**src/rtl/mime_boundary_signature_matcher_macros.svh**
```systemverilog
// Assertion macros shared by the boundary signature matcher.
`ifndef MIME_BOUNDARY_SIGNATURE_MATCHER_MACROS_SVH
`define MIME_BOUNDARY_SIGNATURE_MATCHER_MACROS_SVH

// Same-cycle implication, checked on every clock edge outside reset.
`define MBSM_ASSERT_IMP(label, ante, cons, msg) \
  label: assert property (@(posedge clk) disable iff (!rst_n) (ante) |-> (cons)) \
    else $error(msg);

// Next-cycle implication, checked on every clock edge outside reset.
`define MBSM_ASSERT_NXT(label, ante, cons, msg) \
  label: assert property (@(posedge clk) disable iff (!rst_n) (ante) |=> (cons)) \
    else $error(msg);

`endif

```
**src/rtl/mbsm_pkg.sv**
```systemverilog
// Types and constants shared by the boundary signature matcher modules.
package mbsm_pkg;

  localparam int BYTE_W    = 8;
  localparam int VERDICT_W = 2;

  // Result codes.
  localparam logic [VERDICT_W-1:0] VERDICT_ACCEPT = 2'd0;
  localparam logic [VERDICT_W-1:0] VERDICT_MARK   = 2'd1;
  localparam logic [VERDICT_W-1:0] VERDICT_REJECT = 2'd2;

  // Keyword "boundary".
  localparam int KW_LEN   = 8;
  localparam int KW_IDX_W = $clog2(KW_LEN);
  localparam logic [BYTE_W-1:0] KEYWORD [KW_LEN] = '{
    8'h62, 8'h6F, 8'h75, 8'h6E, 8'h64, 8'h61, 8'h72, 8'h79
  };

  localparam logic [BYTE_W-1:0] CH_QUOTE  = 8'h22;
  localparam logic [BYTE_W-1:0] CH_DASH   = 8'h2D;
  localparam logic [BYTE_W-1:0] CH_DOT    = 8'h2E;
  localparam logic [BYTE_W-1:0] CH_EQ     = 8'h3D;
  localparam logic [BYTE_W-1:0] CH_USCORE = 8'h5F;
  localparam logic [BYTE_W-1:0] CH_UPPER_A = 8'h41;
  localparam logic [BYTE_W-1:0] CH_UPPER_Z = 8'h5A;
  localparam logic [BYTE_W-1:0] CH_LOWER_A = 8'h61;
  localparam logic [BYTE_W-1:0] CH_LOWER_Z = 8'h7A;
  localparam logic [BYTE_W-1:0] CH_ZERO    = 8'h30;
  localparam logic [BYTE_W-1:0] CH_NINE    = 8'h39;
  localparam logic [BYTE_W-1:0] CASE_DELTA = 8'h20;

  // Signature layout: "----=" then letters, then the digit run starting at
  // one of four offsets.
  localparam int SIG_DASHES   = 4;
  localparam int SIG_PREFIX   = 5;
  localparam int SIG_MIN_OFF  = 8;
  localparam int SIG_NUM_OFF  = 4;
  localparam int SIG_MIN_LEN  = 32;
  localparam int SIG_MAX_LEN  = 36;

  // Queue between front and back.
  localparam int QDEPTH = 4;
  localparam int QPTR_W = $clog2(QDEPTH);
  localparam int QCNT_W = $clog2(QDEPTH + 1);

  // One classified header byte.
  typedef struct packed {
    logic              is_nul;
    logic              is_quote;
    logic              is_dash;
    logic              is_eq;
    logic              is_digit;
    logic              is_alpha;
    logic              is_uscore;
    logic              is_dot;
    logic [KW_LEN-1:0] kw_hit;
    logic              last;
    logic              relay;
    logic              tag_flag;
  } item_t;

  typedef struct packed {
    logic              valid;
    logic              full;
    logic [QCNT_W-1:0] count;
  } q_stat_t;

  typedef struct packed {
    logic pop;
    logic pop_last;
  } back_stat_t;

endpackage

```
**src/rtl/mbsm_front.sv**
```systemverilog
// Front end: takes header bytes, holds the case register and classifies each byte.
module mbsm_front import mbsm_pkg::*; (
  input  logic              clk,
  input  logic              rst_n,
  input  logic              in_valid,
  output logic              in_ready,
  input  logic [BYTE_W-1:0] in_byte,
  input  logic              in_last,
  input  logic              in_relay,
  input  logic              in_tagged,
  input  logic              cfg_valid,
  output logic              cfg_ready,
  input  logic              cfg_data,
  input  q_stat_t           q_stat,
  output logic              push,
  output item_t             push_item
);

  logic              icase_r;
  logic              icase_nxt;
  logic [BYTE_W-1:0] folded;

  assign cfg_ready = 1'b1;
  assign icase_nxt = (cfg_valid && cfg_ready) ? cfg_data : icase_r;

  always_ff @(posedge clk) begin
    if (!rst_n) begin
      icase_r <= 1'b1;
    end else begin
      icase_r <= icase_nxt;
    end
  end

  assign in_ready = !q_stat.full;
  assign push     = in_valid && in_ready;

  always_comb begin
    folded = in_byte;
    if (icase_r && in_byte >= CH_UPPER_A && in_byte <= CH_UPPER_Z) begin
      folded = in_byte + CASE_DELTA;
    end
  end

  always_comb begin
    push_item.is_nul    = (in_byte == '0);
    push_item.is_quote  = (in_byte == CH_QUOTE);
    push_item.is_dash   = (in_byte == CH_DASH);
    push_item.is_eq     = (in_byte == CH_EQ);
    push_item.is_digit  = (in_byte >= CH_ZERO) && (in_byte <= CH_NINE);
    push_item.is_alpha  = ((in_byte >= CH_LOWER_A) && (in_byte <= CH_LOWER_Z)) ||
                          ((in_byte >= CH_UPPER_A) && (in_byte <= CH_UPPER_Z));
    push_item.is_uscore = (in_byte == CH_USCORE);
    push_item.is_dot    = (in_byte == CH_DOT);
    for (int k = 0; k < KW_LEN; k++) begin
      push_item.kw_hit[k] = (folded == KEYWORD[k]);
    end
    push_item.last     = in_last;
    push_item.relay    = in_relay;
    push_item.tag_flag = in_tagged;
  end

endmodule

```
**src/rtl/mbsm_queue.sv**
```systemverilog
// Short queue of classified items between the front and the back end.
module mbsm_queue import mbsm_pkg::*; (
  input  logic    clk,
  input  logic    rst_n,
  input  logic    push,
  input  item_t   push_item,
  input  logic    pop,
  output item_t   head,
  output q_stat_t q_stat
);

  item_t             mem_r [QDEPTH];
  logic [QPTR_W-1:0] wr_ptr_r;
  logic [QPTR_W-1:0] wr_ptr_nxt;
  logic [QPTR_W-1:0] rd_ptr_r;
  logic [QPTR_W-1:0] rd_ptr_nxt;
  logic [QCNT_W-1:0] count_r;
  logic [QCNT_W-1:0] count_nxt;

  always_comb begin
    wr_ptr_nxt = push ? wr_ptr_r + 1'b1 : wr_ptr_r;
    rd_ptr_nxt = pop ? rd_ptr_r + 1'b1 : rd_ptr_r;
    count_nxt  = count_r + QCNT_W'(push) - QCNT_W'(pop);
  end

  always_ff @(posedge clk) begin
    if (!rst_n) begin
      wr_ptr_r <= '0;
      rd_ptr_r <= '0;
      count_r  <= '0;
    end else begin
      wr_ptr_r <= wr_ptr_nxt;
      rd_ptr_r <= rd_ptr_nxt;
      count_r  <= count_nxt;
    end
  end

  always_ff @(posedge clk) begin
    if (push) begin
      mem_r[wr_ptr_r] <= push_item;
    end
  end

  assign head         = mem_r[rd_ptr_r];
  assign q_stat.valid = (count_r != '0);
  assign q_stat.full  = (count_r == QCNT_W'(QDEPTH));
  assign q_stat.count = count_r;

endmodule

```
**src/rtl/mbsm_back.sv**
```systemverilog
// Back end: scan state, running signature check and the verdict register.
module mbsm_back import mbsm_pkg::*; #(
  parameter int MAX_HEADER_BYTES = 1024,
  parameter int CAPTURE_DEPTH    = 36
) (
  input  logic                 clk,
  input  logic                 rst_n,
  input  item_t                head,
  input  q_stat_t              q_stat,
  input  logic                 out_ready,
  output back_stat_t           stat,
  output logic                 out_valid,
  output logic [VERDICT_W-1:0] out_verdict
);

  localparam int BSEEN_W = $clog2(MAX_HEADER_BYTES + 1);
  localparam int CLEN_W  = $clog2(CAPTURE_DEPTH + 2);

  typedef enum logic [3:0] {
    PH_KEYWORD = 4'b0001,
    PH_OPENQ   = 4'b0010,
    PH_CAPTURE = 4'b0100,
    PH_CLOSED  = 4'b1000
  } phase_t;

  phase_t                 phase_r,   phase_nxt;
  logic [KW_IDX_W-1:0]    kw_prog_r, kw_prog_nxt;
  logic [BSEEN_W-1:0]     bytes_r,   bytes_nxt;
  logic                   halted_r,  halted_nxt;
  logic [CLEN_W-1:0]      clen_r,    clen_nxt;
  logic [SIG_NUM_OFF-1:0] ok_r,      ok_nxt;
  logic [SIG_NUM_OFF-1:0] dot17_r,   dot17_nxt;
  logic [SIG_NUM_OFF-1:0] dot18_r,   dot18_nxt;
  logic                   out_valid_r, out_valid_nxt;
  logic [VERDICT_W-1:0]   verdict_r, verdict_nxt;
  logic                   can_take;
  logic                   pop;
  logic                   len_ok;
  logic                   sig_match;

  // Does a character at position p fit the signature whose digit run starts at o?
  // Positions that the signature does not constrain always fit.
  function automatic logic char_ok(input int o, input int p, input item_t c);
    logic r;
    r = 1'b1;
    priority if (p < SIG_DASHES)  r = c.is_dash;
    else if (p < SIG_PREFIX)      r = c.is_eq;
    else if (p < o)               r = c.is_alpha;
    else if (p < o + 3)           r = c.is_digit;
    else if (p == o + 3)          r = c.is_uscore;
    else if (p < o + 8)           r = c.is_digit;
    else if (p == o + 8)          r = c.is_uscore;
    else if (p < o + 17)          r = c.is_digit;
    else if (p < o + 19)          r = 1'b1;
    else if (p < o + 24)          r = c.is_digit;
    else                          r = 1'b1;
    return r;
  endfunction

  assign can_take = !out_valid_r || out_ready;
  assign pop      = q_stat.valid && (!head.last || can_take);

  assign stat.pop      = pop;
  assign stat.pop_last = head.last;

  always_comb begin
    phase_nxt   = phase_r;
    kw_prog_nxt = kw_prog_r;
    bytes_nxt   = bytes_r;
    halted_nxt  = halted_r;
    clen_nxt    = clen_r;
    ok_nxt      = ok_r;
    dot17_nxt   = dot17_r;
    dot18_nxt   = dot18_r;
    if (!halted_r && bytes_r < BSEEN_W'(MAX_HEADER_BYTES)) begin
      bytes_nxt = bytes_r + 1'b1;
      if (head.is_nul) begin
        halted_nxt = 1'b1;
      end else begin
        unique case (phase_r)
          PH_KEYWORD: begin
            if (head.kw_hit[kw_prog_r]) begin
              if (kw_prog_r == KW_IDX_W'(KW_LEN - 1)) begin
                kw_prog_nxt = '0;
                phase_nxt   = PH_OPENQ;
              end else begin
                kw_prog_nxt = kw_prog_r + 1'b1;
              end
            end else begin
              // A mismatch may still start a new keyword.
              kw_prog_nxt = KW_IDX_W'(head.kw_hit[0]);
            end
          end
          PH_OPENQ: begin
            if (head.is_quote) begin
              phase_nxt = PH_CAPTURE;
              clen_nxt  = '0;
            end
          end
          PH_CAPTURE: begin
            if (head.is_quote) begin
              phase_nxt = PH_CLOSED;
            end else begin
              for (int k = 0; k < SIG_NUM_OFF; k++) begin
                ok_nxt[k] = ok_r[k] & char_ok(SIG_MIN_OFF + k, int'(clen_r), head);
                if (head.is_dot && int'(clen_r) == SIG_MIN_OFF + k + 17) begin
                  dot17_nxt[k] = 1'b1;
                end
                if (head.is_dot && int'(clen_r) == SIG_MIN_OFF + k + 18) begin
                  dot18_nxt[k] = 1'b1;
                end
              end
              if (clen_r <= CLEN_W'(CAPTURE_DEPTH)) begin
                clen_nxt = clen_r + 1'b1;
              end
            end
          end
          PH_CLOSED: begin
          end
          default: begin
          end
        endcase
      end
    end
  end

  always_comb begin
    len_ok    = (clen_nxt >= CLEN_W'(SIG_MIN_LEN)) && (clen_nxt <= CLEN_W'(SIG_MAX_LEN));
    sig_match = 1'b0;
    for (int k = 0; k < SIG_NUM_OFF; k++) begin
      // Every checked position must lie inside the capture.
      if (ok_nxt[k] && int'(clen_nxt) > SIG_MIN_OFF + k + 23 &&
          (dot17_nxt[k] || dot18_nxt[k])) begin
        sig_match = 1'b1;
      end
    end
    verdict_nxt = VERDICT_ACCEPT;
    if (!head.relay && phase_nxt == PH_CLOSED && len_ok && sig_match) begin
      verdict_nxt = head.tag_flag ? VERDICT_MARK : VERDICT_REJECT;
    end
  end

  always_comb begin
    out_valid_nxt = out_valid_r;
    if (pop && head.last) begin
      out_valid_nxt = 1'b1;
    end else if (out_ready) begin
      out_valid_nxt = 1'b0;
    end
  end

  always_ff @(posedge clk) begin
    if (!rst_n) begin
      phase_r     <= PH_KEYWORD;
      kw_prog_r   <= '0;
      bytes_r     <= '0;
      halted_r    <= 1'b0;
      clen_r      <= '0;
      ok_r        <= '1;
      dot17_r     <= '0;
      dot18_r     <= '0;
      out_valid_r <= 1'b0;
    end else begin
      out_valid_r <= out_valid_nxt;
      if (pop) begin
        if (head.last) begin
          phase_r   <= PH_KEYWORD;
          kw_prog_r <= '0;
          bytes_r   <= '0;
          halted_r  <= 1'b0;
          clen_r    <= '0;
          ok_r      <= '1;
          dot17_r   <= '0;
          dot18_r   <= '0;
        end else begin
          phase_r   <= phase_nxt;
          kw_prog_r <= kw_prog_nxt;
          bytes_r   <= bytes_nxt;
          halted_r  <= halted_nxt;
          clen_r    <= clen_nxt;
          ok_r      <= ok_nxt;
          dot17_r   <= dot17_nxt;
          dot18_r   <= dot18_nxt;
        end
      end
    end
  end

  always_ff @(posedge clk) begin
    if (pop && head.last) begin
      verdict_r <= verdict_nxt;
    end
  end

  assign out_valid   = out_valid_r;
  assign out_verdict = verdict_r;

endmodule

```
**src/rtl/mime_boundary_signature_matcher.sv**
```systemverilog
// Boundary signature matcher for Content-Type headers.
//
// Header bytes enter on the in_ stream, one item per byte, with tlast on
// the final byte of a header. The relay and tagging flags ride in tuser and
// are used only on that final byte. Each header yields one verdict item on
// the out_ stream: accept, accept and mark, or reject.
// The cfg_ channel writes the keyword case-insensitivity bit and is always
// ready; the user must write it only between headers, which the block does not enforce.
// Flow: the last byte is written into the queue; once every item ahead of it
// has been popped, the back end pops it and loads the verdict and its valid
// flag into the output register. Throughput: one byte per cycle while the
// queue is not full; a four-entry queue separates the byte intake from the
// scanner, and the back end holds a last byte in the queue while a verdict
// still waits for the receiver.
// Reset clears all scan state, sets case-insensitive keyword matching and
// empties the queue. When the receiver stalls, the verdict holds; the back
// end keeps consuming bytes until it reaches the next header's last byte,
// and the intake keeps going until the queue is full.
module mime_boundary_signature_matcher import mbsm_pkg::*; #(
  parameter int MAX_HEADER_BYTES = 1024,
  parameter int CAPTURE_DEPTH    = 36
) (
  input  logic       clk,
  input  logic       rst_n,
  input  logic       in_tvalid,
  output logic       in_tready,
  input  logic [7:0] in_tdata,   // [7:0] header_byte
  input  logic       in_tlast,
  input  logic [1:0] in_tuser,   // [0] relay_mail, [1] sender_tagged
  output logic       out_tvalid,
  input  logic       out_tready,
  output logic [7:0] out_tdata,  // [1:0] verdict, [7:2] zero
  input  logic       cfg_valid,
  output logic       cfg_ready,
  input  logic       cfg_data
);

`include "mime_boundary_signature_matcher_macros.svh"

  q_stat_t              q_stat;
  back_stat_t           back_stat;
  logic                 push;
  item_t                push_item;
  item_t                head;
  logic [VERDICT_W-1:0] verdict;

  mbsm_front u_front (
    .clk       (clk),
    .rst_n     (rst_n),
    .in_valid  (in_tvalid),
    .in_ready  (in_tready),
    .in_byte   (in_tdata),
    .in_last   (in_tlast),
    .in_relay  (in_tuser[0]),
    .in_tagged (in_tuser[1]),
    .cfg_valid (cfg_valid),
    .cfg_ready (cfg_ready),
    .cfg_data  (cfg_data),
    .q_stat    (q_stat),
    .push      (push),
    .push_item (push_item)
  );

  mbsm_queue u_queue (
    .clk       (clk),
    .rst_n     (rst_n),
    .push      (push),
    .push_item (push_item),
    .pop       (back_stat.pop),
    .head      (head),
    .q_stat    (q_stat)
  );

  mbsm_back #(
    .MAX_HEADER_BYTES (MAX_HEADER_BYTES),
    .CAPTURE_DEPTH    (CAPTURE_DEPTH)
  ) u_back (
    .clk         (clk),
    .rst_n       (rst_n),
    .head        (head),
    .q_stat      (q_stat),
    .out_ready   (out_tready),
    .stat        (back_stat),
    .out_valid   (out_tvalid),
    .out_verdict (verdict)
  );

  assign out_tdata = {{(8 - VERDICT_W){1'b0}}, verdict};

  `MBSM_ASSERT_IMP(a_pop_has_data, back_stat.pop, q_stat.valid, "pop from empty queue")
  `MBSM_ASSERT_IMP(a_count_bound, 1'b1, q_stat.count <= QCNT_W'(QDEPTH), "queue overrun")
  `MBSM_ASSERT_IMP(a_no_verdict_loss, back_stat.pop && back_stat.pop_last, !out_tvalid || out_tready, "pending verdict overwritten")
  `MBSM_ASSERT_IMP(a_verdict_source, $rose(out_tvalid), $past(back_stat.pop && back_stat.pop_last), "verdict without a last item")

endmodule

```
**config.mk**
```make
export PLATFORM = sky130hd
export DESIGN_NAME = mime_boundary_signature_matcher
export DESIGN_NICKNAME = d
export VERILOG_FILES = /design/src/rtl/mbsm_pkg.sv /design/src/rtl/mbsm_front.sv /design/src/rtl/mbsm_queue.sv /design/src/rtl/mbsm_back.sv /design/src/rtl/mime_boundary_signature_matcher.sv
export VERILOG_INCLUDE_DIRS = /design/src /design/src/rtl
export SDC_FILE = /design/constraint.sdc
export NUM_CORES = 1
export LEC_CHECK = 0
export BUFFER_PORTS_ARGS = -buffer_cell sky130_fd_sc_hd__buf_2
export CAP_MARGIN = 0
export CORE_MARGIN = 2
export CORE_UTILIZATION = 57
export CTS_CLUSTER_DIAMETER = 60
export CTS_CLUSTER_SIZE = 20
export DETAILED_ROUTE_END_ITERATION = 12
export PLACE_DENSITY = 0.75
export SLEW_MARGIN = 20
export SYNTH_ARGS = -nofsm -noshare
export SYNTH_HDL_FRONTEND = slang
export SYNTH_SLANG_ARGS = --single-unit
export TNS_END_PERCENT = 1
```
**constraint.sdc**
```tcl
create_clock -name clk -period 8.2 [get_ports clk]
set_clock_uncertainty 0.15 [all_clocks]
set_input_delay 1.23 -clock clk [delete_from_list [all_inputs] [get_ports clk]]
set_output_delay 1.23 -clock clk [all_outputs]
set_load 0.02 [all_outputs]
```
======== Word level (Yosys, flattened, before mapping) ========
Memories as Yosys holds them, arrays and structs flattened. A register that Yosys moved wholly into a read port is not among the register bits.
Cells that the tools add are included.
storage, ports and cells
  output and inout port bits .............. 11
  register bits after elaboration ......... 48
  bits of input ports ..................... 17
  memories ................................ 1
  logic and storage cells ................. 264
  RAM bits ................................ 76
memories
  memory         words  bits a word  read ports  clocked after Yosys merged registers in  write ports  RTL line          source
  u_queue.mem_r  4      19           1           1                                        1            mbsm_queue.sv:12  item_t mem_r [QDEPTH];
cells by class
  $lt $le $gt $ge ......................... 38
  bitwise operators ....................... 4
  mux-type cells .......................... 119
  equal/unequal tests ..................... 33
  reduce and logical (&&, ||, !) cells .... 47
  $add $sub $neg .......................... 8
operators by type and width
  kind                   count
  $mux 4                 22
  $mux 1                 76
  $eq 8x7->1 const B     9
  $lt 6x5->1 const B     10
  $eq 6x6->1 const B     9
  $lt 6x4->1 const B     7
  $mux 6                 6
  $eq 8x6->1 const B     4
  $logic_and 1x1->1      26
  $eq 6x5->1 const B     4
  $lt 6x6->1 const B     4
  $mux 11                2
  $gt 6x6->1 const B     3
  $mux 3                 6
  $ge 8x7->1 const B     2
  $le 8x7->1 const B     2
  $le 6x6->1 const B     2
  $lt 6x3->1 const B     2
  $pmux 4 s3             1
  $pmux 6 s2             1
  $add 11x1->11 const B  1
  $lt 11x11->1 const B   1
  $add 8x6->8 const B    1
  $ge 8x6->1 const B     1
  27 further kinds       47

======== Longest topological paths before layout ========
Gate-level depths: netlist of run 1.
  depth after elaboration ................. 27
  gate-level depth with buffers ........... 12
  mapped depth without buffers ............ 11

======== Cells and area by module ========
From an unflattened synthesis of run 1, not the netlist that was laid out.
unflattened totals
  cells, all modules ...................... 567
  area total of the unflattened synthesis .. 6495.0 µm²
by module, submodules not included
  module                           times used  seq. area each (µm²)  area an instance (µm²)  cells an instance
  mbsm_queue                       1           2462.4                3229.3                  142
  mbsm_back                        1           820.8                 2788.9                  354
  mbsm_front                       1           20.0                  427.9                   64
  mime_boundary_signature_matcher  1           0.0                   48.8                    7

======== Worst setup path after synthesis of run 1 ========
No wires, ideal clock.
  path kind ............................... in2reg
  start point ............................. in in_tdata[0]
  end point ............................... mem u_queue.mem_r[0][5] (netlist bit) (data pin)
  path slack .............................. 5009 ps
  library setup time ...................... 250 ps
  data required time ...................... 7800 ps
  cell stages on the path ................. 8
  arrival ................................. 2791 ps
  cells stage by stage .................... or4_1 > a21oi_1 > nor2_1 > nand4b_1 > mux2i_1 > nor2_1 > nand2_1 > nor4b_1
RTL lines
  what             RTL line                               source
  start, declared  mime_boundary_signature_matcher.sv:27  input logic [7:0] in_tdata,
  end, declared    mbsm_queue.sv:12

==> results.md, run 1 <==
* Cell Rows at 38
* Total count of max-transition violations in the final report at 0
* Outcome: finished clean
* Final HPWL from detailed placement at 8910 um
* Vias in the first global route at 4341
* Clock latency at the later pin of the worst-skew pair at 410 ps
* Instance count after placement with tap cells included at 700
* Worst slack after detailed placement at 4350 ps
* DRT Wirelength at 13400 um
* Crit share post-route at 45.9%
* HP Class: reg2reg
* Inserted Clock Buffers at 17
* Worst slew pin tran at 1010 ps
* Critical path launch point type: flip-flop
* Yosys top cell area share at 36.5%
* Post-synth ARST share at 0%
* Number of DRC violations after detailed routing at 0
* Initial cell density of the core at 58.7%
* Final setup viols at 0
* Largest net degree at the start of global routing at 32
* Power density cells at 284 nW/um^2
* Internal power consumption at 1.40 mW
* Comb power frac at 24.8%
* Antenna-violating nets left at 0
* Startpoint-to-endpoint class of the critical path: reg2reg
* Arrival time reported for the critical path endpoint at 3770 ps
* Number of search-and-repair iterations in the first detailed-routing pass at 5
* Hold slack final at 300 ps
* Final Hold Viols at 0
* Area taken by flip-flops and latches at 3300 um^2
* Horizontal extent of the die at 110 um
* Clock Sink Count at 126
* Clock transition at the register clock pins on the worst setup and hold paths after CTS at 60 ps
* RSZ-0062 raised after global routing: no
* Via count at 4571
* Die H at 110 um
* CP required at 8210 ps
* Prevailing post-synth register cell: edfxtp_1
* Core region area at 10900 um^2
* Worst IR Drop VDD at 215 uV
* Placement Cell Area at 6530 um^2
* Clock group share of total power at 36.1%
* Gate Count Post-Synth at 575
* Final non-filler cell total at 732
* Part of the Yosys area used for sequential elements at 51.5%
* Finished layout cell area at 7100 um^2
* Total area of multi-input combinational cells at 2840 um^2
* PortBufs at 20
* Total Nets Final at 613
* Warning count from the yosys run at 0
* Global-route wire length before repair at 21400 um
* Util after Layout at 64.9%
* Full die area at 12100 um^2
* Number of antenna violations at the first check in global routing at 0
* Final weighted congestion in routability-driven placement at 0.949
* EDFF count, synth at 78
* Nature of the critical path endpoint: flip-flop
* Synthesis-to-finish area growth at 10.6%
* CTS Hold Bufs at 0
* Total track usage at 23.8%
* Syn Area/Cell at 11.2 um^2
* Number of top-level design ports at 28
* Initial drt markers at 364
* Count of buffers added by post-CTS timing repair for setup at 0
* Fraction of final layout cells sized beyond drive strength 1 at 13.0%
* Fmax at 266 MHz
* Number of inserted filler cells in the final layout at 859
* Residual overflow from global routing at 0
* Cell type with the highest aggregate area in the netlist: edfxtp_1
* Resize count post-CTS at 0
* Biggest fanout along the worst timing path at 11
* Unique cell type count in the Yosys netlist at 68
* Final worst-path setup slack at 4440 ps
* CTS tree: yes
* Number of flip-flops and latches in the synthesized netlist at 126
* Setup TNS at 0 ps
* Headroom to the max-slew limit at 32.4%
* Number of max-cap violations at 0
* Top cells by area in the synthesized netlist: edfxtp_1 (36%), dfxtp_1 (15%), mux4_2 (5.3%)
* Clock root cell: clkbuf_16
* Clock Path Buffers at 2
* Overall power after layout at 2.01 mW
* Sw Share at 30.5%
* Number of diodes added for antenna fixing at 0
* Leak at 2.48 nW
* Vias per cell at 6.24
* Commonest non-fill, non-tap cell in the layout: edfxtp_1
* Switch Pwr at 615 uW
* Minimum period implied by the final worst setup slack at 3760 ps
* Relative contribution of sequential cells to total power at 39.1%
* Post-Syn Area at 6420 um^2
* Leading cell types in the layout, fill and taps excluded: edfxtp_1 (78), nor2_1 (48), dfxtp_1 (48)
* Number of H-tree levels at 4
* Average detailed-routed wire length per instance at 18.3 um
==> final timing paths <==
| kind | depth (start not counted) | start | slack [ps] | end |
|---|---|---|---|---|
| max reg2reg | 9 | flip-flop | 4440 | u_back.out_verdict[0]$_SDFFCE_PN0P_ |
| min | 2 | u_back.halted_r$_SDFFE_PN0P_ | 300 | u_back.halted_r$_SDFFE_PN0P_ |
| min reg2reg | 2 | u_back.halted_r$_SDFFE_PN0P_ | 300 | u_back.halted_r$_SDFFE_PN0P_ |
| max | 9 | flip-flop | 4440 | u_back.out_verdict[0]$_SDFFCE_PN0P_ |
==> worst max-delay path, stage by stage (launching register included) <==
cell       delay, ps
dfxtp_1          610
buf_4            330
mux4_2           650
nor4_1           490
nand2_1          160
o21ai_0          370
nand3b_1         190
o2111ai_1        230
o211ai_1         130
and3b_1          190
==> power groups by stage <==
stage / Clock, mW / Combinational, mW / Sequential (mW)
after CTS: 0.738 / 0.501 / 0.789
after global routing: 0.766 / 0.553 / 0.797
final: 0.726 / 0.499 / 0.788
after floorplan: 0 / 0.387 / 0.792
after global placement: 0 / 0.490 / 0.797
after detailed placement: 0 / 0.497 / 0.802
==> flip-flops by register name, indices dropped and copies added, names as in the netlist, named ones only <==
| signal | count |
|---|---|
| u_back.out_valid | 1 |
| u_queue.count_r | 3 |
| u_queue.rd_ptr_r | 2 |
| u_front.icase_r | 1 |
| u_back.dot17_r | 4 |
| u_back.dot18_r | 4 |
| u_back.kw_prog_r | 3 |
| u_queue.wr_ptr_r | 2 |
| u_queue.mem_r | 76 |
| u_back.out_verdict | 2 |
| u_back.halted_r | 1 |
| u_back.bytes_r | 11 |
| u_back.ok_r | 4 |
| u_back.clen_r | 6 |
| u_back.phase_r | 4 |
==> synth_stat cells (5+ instances only) <==
| cell | n |
|---|---|
| nor2_1 | 48 |
| or4_1 | 6 |
| nor3_1 | 14 |
| mux4_2 | 15 |
| o211ai_1 | 7 |
| mux4_1 | 5 |
| nand3_1 | 10 |
| nor4_1 | 8 |
| clkbuf_1 | 29 |
| nor2b_1 | 21 |
| nand2_1 | 39 |
| nand2b_1 | 7 |
| edfxtp_1 | 78 |
| nand4_1 | 8 |
| xnor2_1 | 6 |
| nand3b_1 | 5 |
| and3_1 | 8 |
| and2_1 | 10 |
| o21ai_0 | 19 |
| ha_1 | 16 |
| inv_1 | 24 |
| mux2i_1 | 10 |
| buf_4 | 7 |
| a21oi_1 | 21 |
| a31oi_1 | 5 |
| xor2_1 | 8 |
| a22oi_1 | 12 |
| dfxtp_1 | 48 |
| nor4b_1 | 6 |
==> cell families after synthesis <==
family                     after synthesis  share of synthesized area (%)
xor gates and xnor gates                14                           1.91
DFF                                    126                           51.5
other                                    2                          0.117
and+or+nand+nor                        214                           18.2
adders and majority gates               17                           3.43
muxes                                   31                           9.04
AOI/OAI and AO/OA                      105                           11.3
buffers and inverters                   66                           4.54
==> cell type report <==
| cell class | instances | area share, % |
|---|---|---|
| repair buffers | 22 | 1.62 |
| well taps | 140 | 2.47 |
| multi-input cells | 388 | 40.0 |
| inverters | 24 | 1.27 |
| clock buffers | 20 | 6.15 |
| flip-flops and latches | 126 | 46.5 |
| clock inverters | 12 | 1.94 |
==> per-layer routing <==
metal	up-vias	global-route usage [%]	part of all wire (%)
met5	-	0	0
met4	0	11.5	2.4
met3	38	5.47	5.5
met2	188	39.5	49
met1	2186	29.4	44
li1	2159	-	-
Note: power is estimated with default switching activity, not from simulation.
==> inputs of run 2 (changes only) <==
Settings changed: ABC_AREA set to 1, CORE_UTILIZATION 57 to 56, PLACE_DENSITY 0.75 to 0.76.
Clock period 8.2 ns to 3.35 ns, I/O delays scaled along.
==> run 2 against run 1 <==
Cell count grew 36%; utilization is 0.64 points lower; worst hold slack lost 170 ps; synthesized area increased by 1.7%.
==> results.md, run 2 <==
* Outcome: finished clean
* Vias in the first global route at 5240
* Startpoint-to-endpoint class of the critical path: reg2reg
* Part of the Yosys area used for sequential elements at 50.6%
* Unique cell type count in the Yosys netlist at 46
* DRT Wirelength at 15200 um
* Resize count post-CTS at 0
* Library cell with the highest instance count after synthesis: nand2_1
* Headroom to the max-slew limit at 57.6%
* RSZ-0062 raised after global routing: no
* Number of flip-flops and latches in the synthesized netlist at 126
* Number of antenna violations at the first check in global routing at 0
* List of most frequent post-synthesis cells: nand2_1 (205), nor2_1 (98), inv_1 (86)
* Reg-to-reg startpoint: u_back.clen_r[1]$_SDFFE_PN0P_
* Commonest non-fill, non-tap cell in the layout: nand2_1
* Cell Rows at 39
* Final weighted congestion in routability-driven placement at 0.979
* Arrival time reported for the critical path endpoint at 3000 ps
* Final Hold Viols at 0
* Fmax at 334 MHz
* Number of H-tree levels at 4
* HP Class: in2reg
* Power density cells at 751 nW/um^2
* Largest net degree at the start of global routing at 42
* Core region area at 11400 um^2
* Largest register FFs at 76
* Initial drt markers at 421
* PortBufs at 20
* Clock root cell: clkbuf_16
* Setup TNS at 0 ps
* Global-route wire length before repair at 25000 um
* Residual overflow from global routing at 0
* Clock transition at the register clock pins on the worst setup and hold paths after CTS at 60 ps
* Largest reg by FF count: u_queue.mem_r
* Full die area at 12500 um^2
* Leading cell types in the layout, fill and taps excluded: nand2_1 (205), nor2_1 (98), inv_1 (86)
* Gate Count Post-Synth at 808
* Yosys top cell area share at 35.9%
* Final setup viols at 0
* Post-synth ARST share at 0%
* Number of diodes added for antenna fixing at 0
* Minimum period implied by the final worst setup slack at 3000 ps
* Clock Path Buffers at 2
* Final HPWL from detailed placement at 10700 um
* Number of top-level design ports at 28
* Start point of the worst min-delay path: cfg_valid
* Crit share post-route at 89.4%
* Nature of the critical path endpoint: flip-flop
* Worst slack after detailed placement at 381 ps
* Top cells by area in the synthesized netlist: edfxtp_1 (36%), dfxtp_1 (15%), nand2_1 (12%)
* CP required at 3350 ps
* Worst slew pin tran at 630 ps
* Post-Syn Area at 6530 um^2
* Worst IR Drop VDD at 678 uV
* Count of buffers added by post-CTS timing repair for setup at 0
* Register-to-Register Path Depth at 19
* Warning count from the yosys run at 0
* Initial cell density of the core at 57.1%
* Overall power after layout at 5.52 mW
* Hold EP: u_front.icase_r$_SDFFE_PN1P_
* Cell type with the highest aggregate area in the netlist: edfxtp_1
* Biggest fanout along the worst timing path at 6
* Clock latency at the later pin of the worst-skew pair at 420 ps
* Inserted Clock Buffers at 17
* Number of max-cap violations at 0
* Total count of max-transition violations in the final report at 0
* Registers with the most flip-flops: u_queue.mem_r (76), u_back.bytes_r (11), u_back.clen_r (6)
* CTS tree: yes
* Syn Area/Cell at 8.08 um^2
* Fraction of final layout cells sized beyond drive strength 1 at 10.2%
* Clock Sink Count at 126
* Synthesis-to-finish area growth at 12.5%
* Hold path depth at 2
* Total Nets Final at 871
* Horizontal extent of the die at 112 um
* Total track usage at 25.1%
* Number of DRC violations after detailed routing at 0
* Die H at 112 um
* Capture point of the worst reg-to-reg path: u_back.out_verdict[1]$_SDFFCE_PN0P_
* Average detailed-routed wire length per instance at 15.3 um
* Leak at 2.95 nW
* Register-to-register setup slack at 350 ps
* Via count at 5543
* Prevailing post-synth register cell: edfxtp_1
* Critical path launch point type: flip-flop
* EDFF count, synth at 78
* Antenna-violating nets left at 0
* Number of search-and-repair iterations in the first detailed-routing pass at 5
* CTS Hold Bufs at 0
* Vias per cell at 5.58
* Final worst-path setup slack at 354 ps
run 2: cell count changes after synthesis, moves of 9 or more:
| cell | previous run | this run |
|---|---|---|
| mux4_2 | 15 | 0 |
| a22oi_1 | 12 | 0 |
| a21oi_1 | 21 | 48 |
| nor2_1 | 48 | 98 |
| and2_1 | 10 | 1 |
| nand3_1 | 10 | 55 |
| nor2b_1 | 21 | 0 |
| inv_1 | 24 | 86 |
| o21ai_0 | 19 | 52 |
| nand2_1 | 39 | 205 |
| clkbuf_1 | 29 | 7 |
| mux2i_1 | 10 | 0 |
run 2: per-stage QoR:
stage	cell area, um^2	cells	utilization, %	hold WS, ps
floorplan	6540	813	-	277
CTS	7340	993	64.3	128
global placement	6760	961	59.2	290
global route	7340	993	64.3	154
detailed placement	6760	961	59.2	293
finish	7340	993	64.3	134
run 2: how the worst max path moves through the flow:
stage | from | slack [ps] | end
after floorplan | u_back.clen_r[1]$_SDFFE_PN0P_ | 760 | u_back.out_verdict[1]$_SDFFCE_PN0P_
after global placement | u_back.clen_r[0]$_SDFFE_PN0P_ | 400 | u_back.out_verdict[1]$_SDFFCE_PN0P_
after detailed placement | u_back.clen_r[1]$_SDFFE_PN0P_ | 380 | u_back.out_verdict[1]$_SDFFCE_PN0P_
after CTS | u_back.clen_r[1]$_SDFFE_PN0P_ | 370 | u_back.out_verdict[1]$_SDFFCE_PN0P_
after global routing | u_back.clen_r[1]$_SDFFE_PN0P_ | 60 | u_back.out_verdict[1]$_SDFFCE_PN0P_
final | u_back.clen_r[1]$_SDFFE_PN0P_ | 350 | u_back.out_verdict[1]$_SDFFCE_PN0P_
run 2: per-layer routing:
layer  global-route usage, %  routed length, um  vias up
met5                       0                  0        -
met4                    12.2                478        0
met3                    4.95                918       41
met2                    42.8               7410      214
met1                    30.6               6350     2545
li1                        -                  -     2743
run 2: kinds of logic (layout without fill, tap and decap cells):
| kind of cell | Yosys count | after routing | synth area share (%) |
|---|---|---|---|
| AO/OA/AOI/OAI | 137 | 137 | 11.9 |
| AND/OR/NAND/NOR | 402 | 402 | 25.9 |
| adder cells (fa/ha/maj) | 17 | 17 | 3.37 |
| other | 2 | 7 | 0.115 |
| XOR/XNOR | 2 | 2 | 0.269 |
| flip-flops | 126 | 126 | 50.6 |
| buffers and inverters | 122 | 159 | 7.79 |
run 2: final cells by class:
type | instances | area [um^2]
Multi-Input combinational cell | 565 | 2740
Inverter | 95 | 357
Clock inverter | 15 | 151
Sequential cell | 126 | 3300
Tap cell | 143 | 179
Clock buffer | 17 | 425
Timing Repair Buffer | 32 | 190
Fill cell | 976 | 4080
run 2: worst max-delay path: stages (launching register included):
cell	delay, ps
dfxtp_1	340
inv_1	200
ha_2	290
inv_1	110
nand2_1	140
nand3_1	80
nand2_1	130
nand2_1	120
o21ai_0	180
nand2_1	60
a21oi_1	260
nand3_1	130
nor2_1	120
nor2_1	60
nand3_1	70
nand2_1	50
inv_1	40
nand2_1	50
nand2_1	90
nor2_1	50
run 2: power breakdown:
| part | leakage, nW | switching, mW | internal, mW |
|---|---|---|---|
| clock | 0.274 | 0.723 | 1.04 |
| sequential | 1.06 | 0.0943 | 1.86 |
| combinational | 1.62 | 1.29 | 0.510 |
| total | 2.95 | 2.10 | 3.41 |
==> inputs of run 3 (changes only) <==
Settings changed: RECOVER_POWER set to 25.
==> run 3 against run 2 <==
Final area decreased by 0.29%; clock power barely moved; critical path type unchanged; largest cell class unchanged; sequential share of layout area grew 0.13 points; utilization shrank 0.19 points.
==> results.md, run 3 (same netlist as run 2, synthesis figures left out) <==
* Count of buffers added by post-CTS timing repair for setup at 0
* Clock latency at the later pin of the worst-skew pair at 420 ps
* Antenna-violating nets left at 0
* Initial drt markers at 418
* Setup TNS at 0 ps
* HP Class: in2reg
* Overall power after layout at 5.51 mW
* Average detailed-routed wire length per instance at 15.3 um
* Headroom to the max-slew limit at 17.6%
* CTS Hold Bufs at 0
* Minimum period implied by the final worst setup slack at 2990 ps
* Power density cells at 753 nW/um^2
* Area taken by flip-flops and latches at 3300 um^2
* Worst slew pin tran at 1240 ps
* DRT Wirelength at 15200 um
* Number of search-and-repair iterations in the first detailed-routing pass at 5
* Commonest non-fill, non-tap cell in the layout: nand2_1
* Largest register FFs at 76
* Total count of max-transition violations in the final report at 0
* Resize count post-CTS at 0
* Critical path launch point type: flip-flop
* Clock Sink Count at 126
* Initial cell density of the core at 57.1%
* Number of diodes added for antenna fixing at 0
* Synthesis-to-finish area growth at 12.2%
* RSZ-0062 raised after global routing: no
* Total Nets Final at 871
* Full die area at 12500 um^2
* Startpoint-to-endpoint class of the critical path: reg2reg
* Final setup viols at 0
* Arrival time reported for the critical path endpoint at 2990 ps
* Final weighted congestion in routability-driven placement at 0.979
* Final Hold Viols at 0
* Util after Layout at 64.1%
* Outcome: finished clean
* Final HPWL from detailed placement at 10700 um
* Global-route wire length before repair at 25000 um
* Total area of multi-input combinational cells at 2740 um^2
* Placement Cell Area at 6760 um^2
* Clock Path Buffers at 2
* Residual overflow from global routing at 0
* Number of H-tree levels at 4
* Vias per cell at 5.60
* Biggest fanout along the worst timing path at 6
* Clock transition at the register clock pins on the worst setup and hold paths after CTS at 60 ps
* CP required at 3350 ps
* Cell Rows at 39
* Fmax at 334 MHz
* Number of DRC violations after detailed routing at 0
* Leading cell types in the layout, fill and taps excluded: nand2_1 (205), nor2_1 (98), inv_1 (86)
* Vias in the first global route at 5240
* CTS tree: yes
* Number of max-cap violations at 0
* Fraction of final layout cells sized beyond drive strength 1 at 8.71%
* PortBufs at 20
* Nature of the critical path endpoint: flip-flop
* Number of inserted filler cells in the final layout at 985
* Hold slack final at 137 ps
* Crit share post-route at 89.3%
* Finished layout cell area at 7320 um^2
* Number of antenna violations at the first check in global routing at 0
* Largest net degree at the start of global routing at 42
* Registers with the most flip-flops: u_queue.mem_r (76), u_back.bytes_r (11), u_back.clen_r (6)
* Largest reg by FF count: u_queue.mem_r
* Total track usage at 25.1%
* Number of top-level design ports at 28
* Clock root cell: clkbuf_16
* Via count at 5561
* Worst IR Drop VDD at 679 uV
* Leak at 2.91 nW
* Inserted Clock Buffers at 17
* Core region area at 11400 um^2
* Horizontal extent of the die at 112 um
* Die H at 112 um
==> run 3: changes by cell type in the layout (fill, tap and decap cells not counted) <==
cell | previous run | this run
buf_2 | 20 | 9
clkbuf_1 | 0 | 13
buf_4 | 12 | 10
==> run 3: path summary, 6_finish.rpt <==
path,startpoint,to,slack (ps),cells past startpoint
max reg2reg,u_back.clen_r[1]$_SDFFE_PN0P_,u_back.out_verdict[1]$_SDFFCE_PN0P_,360,19
max,u_back.clen_r[1]$_SDFFE_PN0P_,u_back.out_verdict[1]$_SDFFCE_PN0P_,360,19
min reg2reg,u_back.dot17_r[1]$_SDFFE_PN0P_,u_back.dot17_r[1]$_SDFFE_PN0P_,300,2
min,cfg_valid,u_front.icase_r$_SDFFE_PN1P_,140,2
==> run 3: worst max-delay path, cell delays in order, from the launching register on <==
cell     delay, ps
dfxtp_1        340
inv_1          200
ha_2           290
inv_1          110
nand2_1        140
nand3_1         80
nand2_1        130
nand2_1        120
o21ai_0        180
nand2_1         60
a21oi_1        260
nand3_1        130
nor2_1         120
nor2_1          60
nand3_1         70
nand2_1         50
inv_1           40
nand2_1         50
nand2_1         90
nor2_1          50
==> run 3: cell type report <==
class	instances	area share [%]
tap	143	2.44
clock inverter	15	2.07
multi-input combinational	565	37.4
clock buffer	17	5.81
timing repair buffer	32	2.31
sequential	126	45.1
inverter	95	4.87
==> run 3: where the power goes <==
group | total (mW) | switching [mW] | internal, mW | leakage (nW)
sequential | 1.96 | 0.0956 | 1.86 | 1.06
combinational | 1.79 | 1.29 | 0.503 | 1.58
clock | 1.76 | 0.722 | 1.04 | 0.274
total | 5.51 | 2.11 | 3.41 | 2.91
==> run 3: per-stage QoR <==
step,std cells,worst slack [ps]
after floorplan,813,757
after global placement,961,401
after detailed placement,961,381
after CTS,993,368
after global routing,993,61.9
final,993,359
==> run 3: routing by layer <==
layer	global-route usage (%)	share of wire (%)	vias to the layer above	wire length [um]
met3	4.95	6.0	50	906
met4	12.2	3.4	0	519
li1	-	-	2746	-
met1	30.6	42	2557	6340
met5	0	0	-	0
met2	42.8	49	208	7410
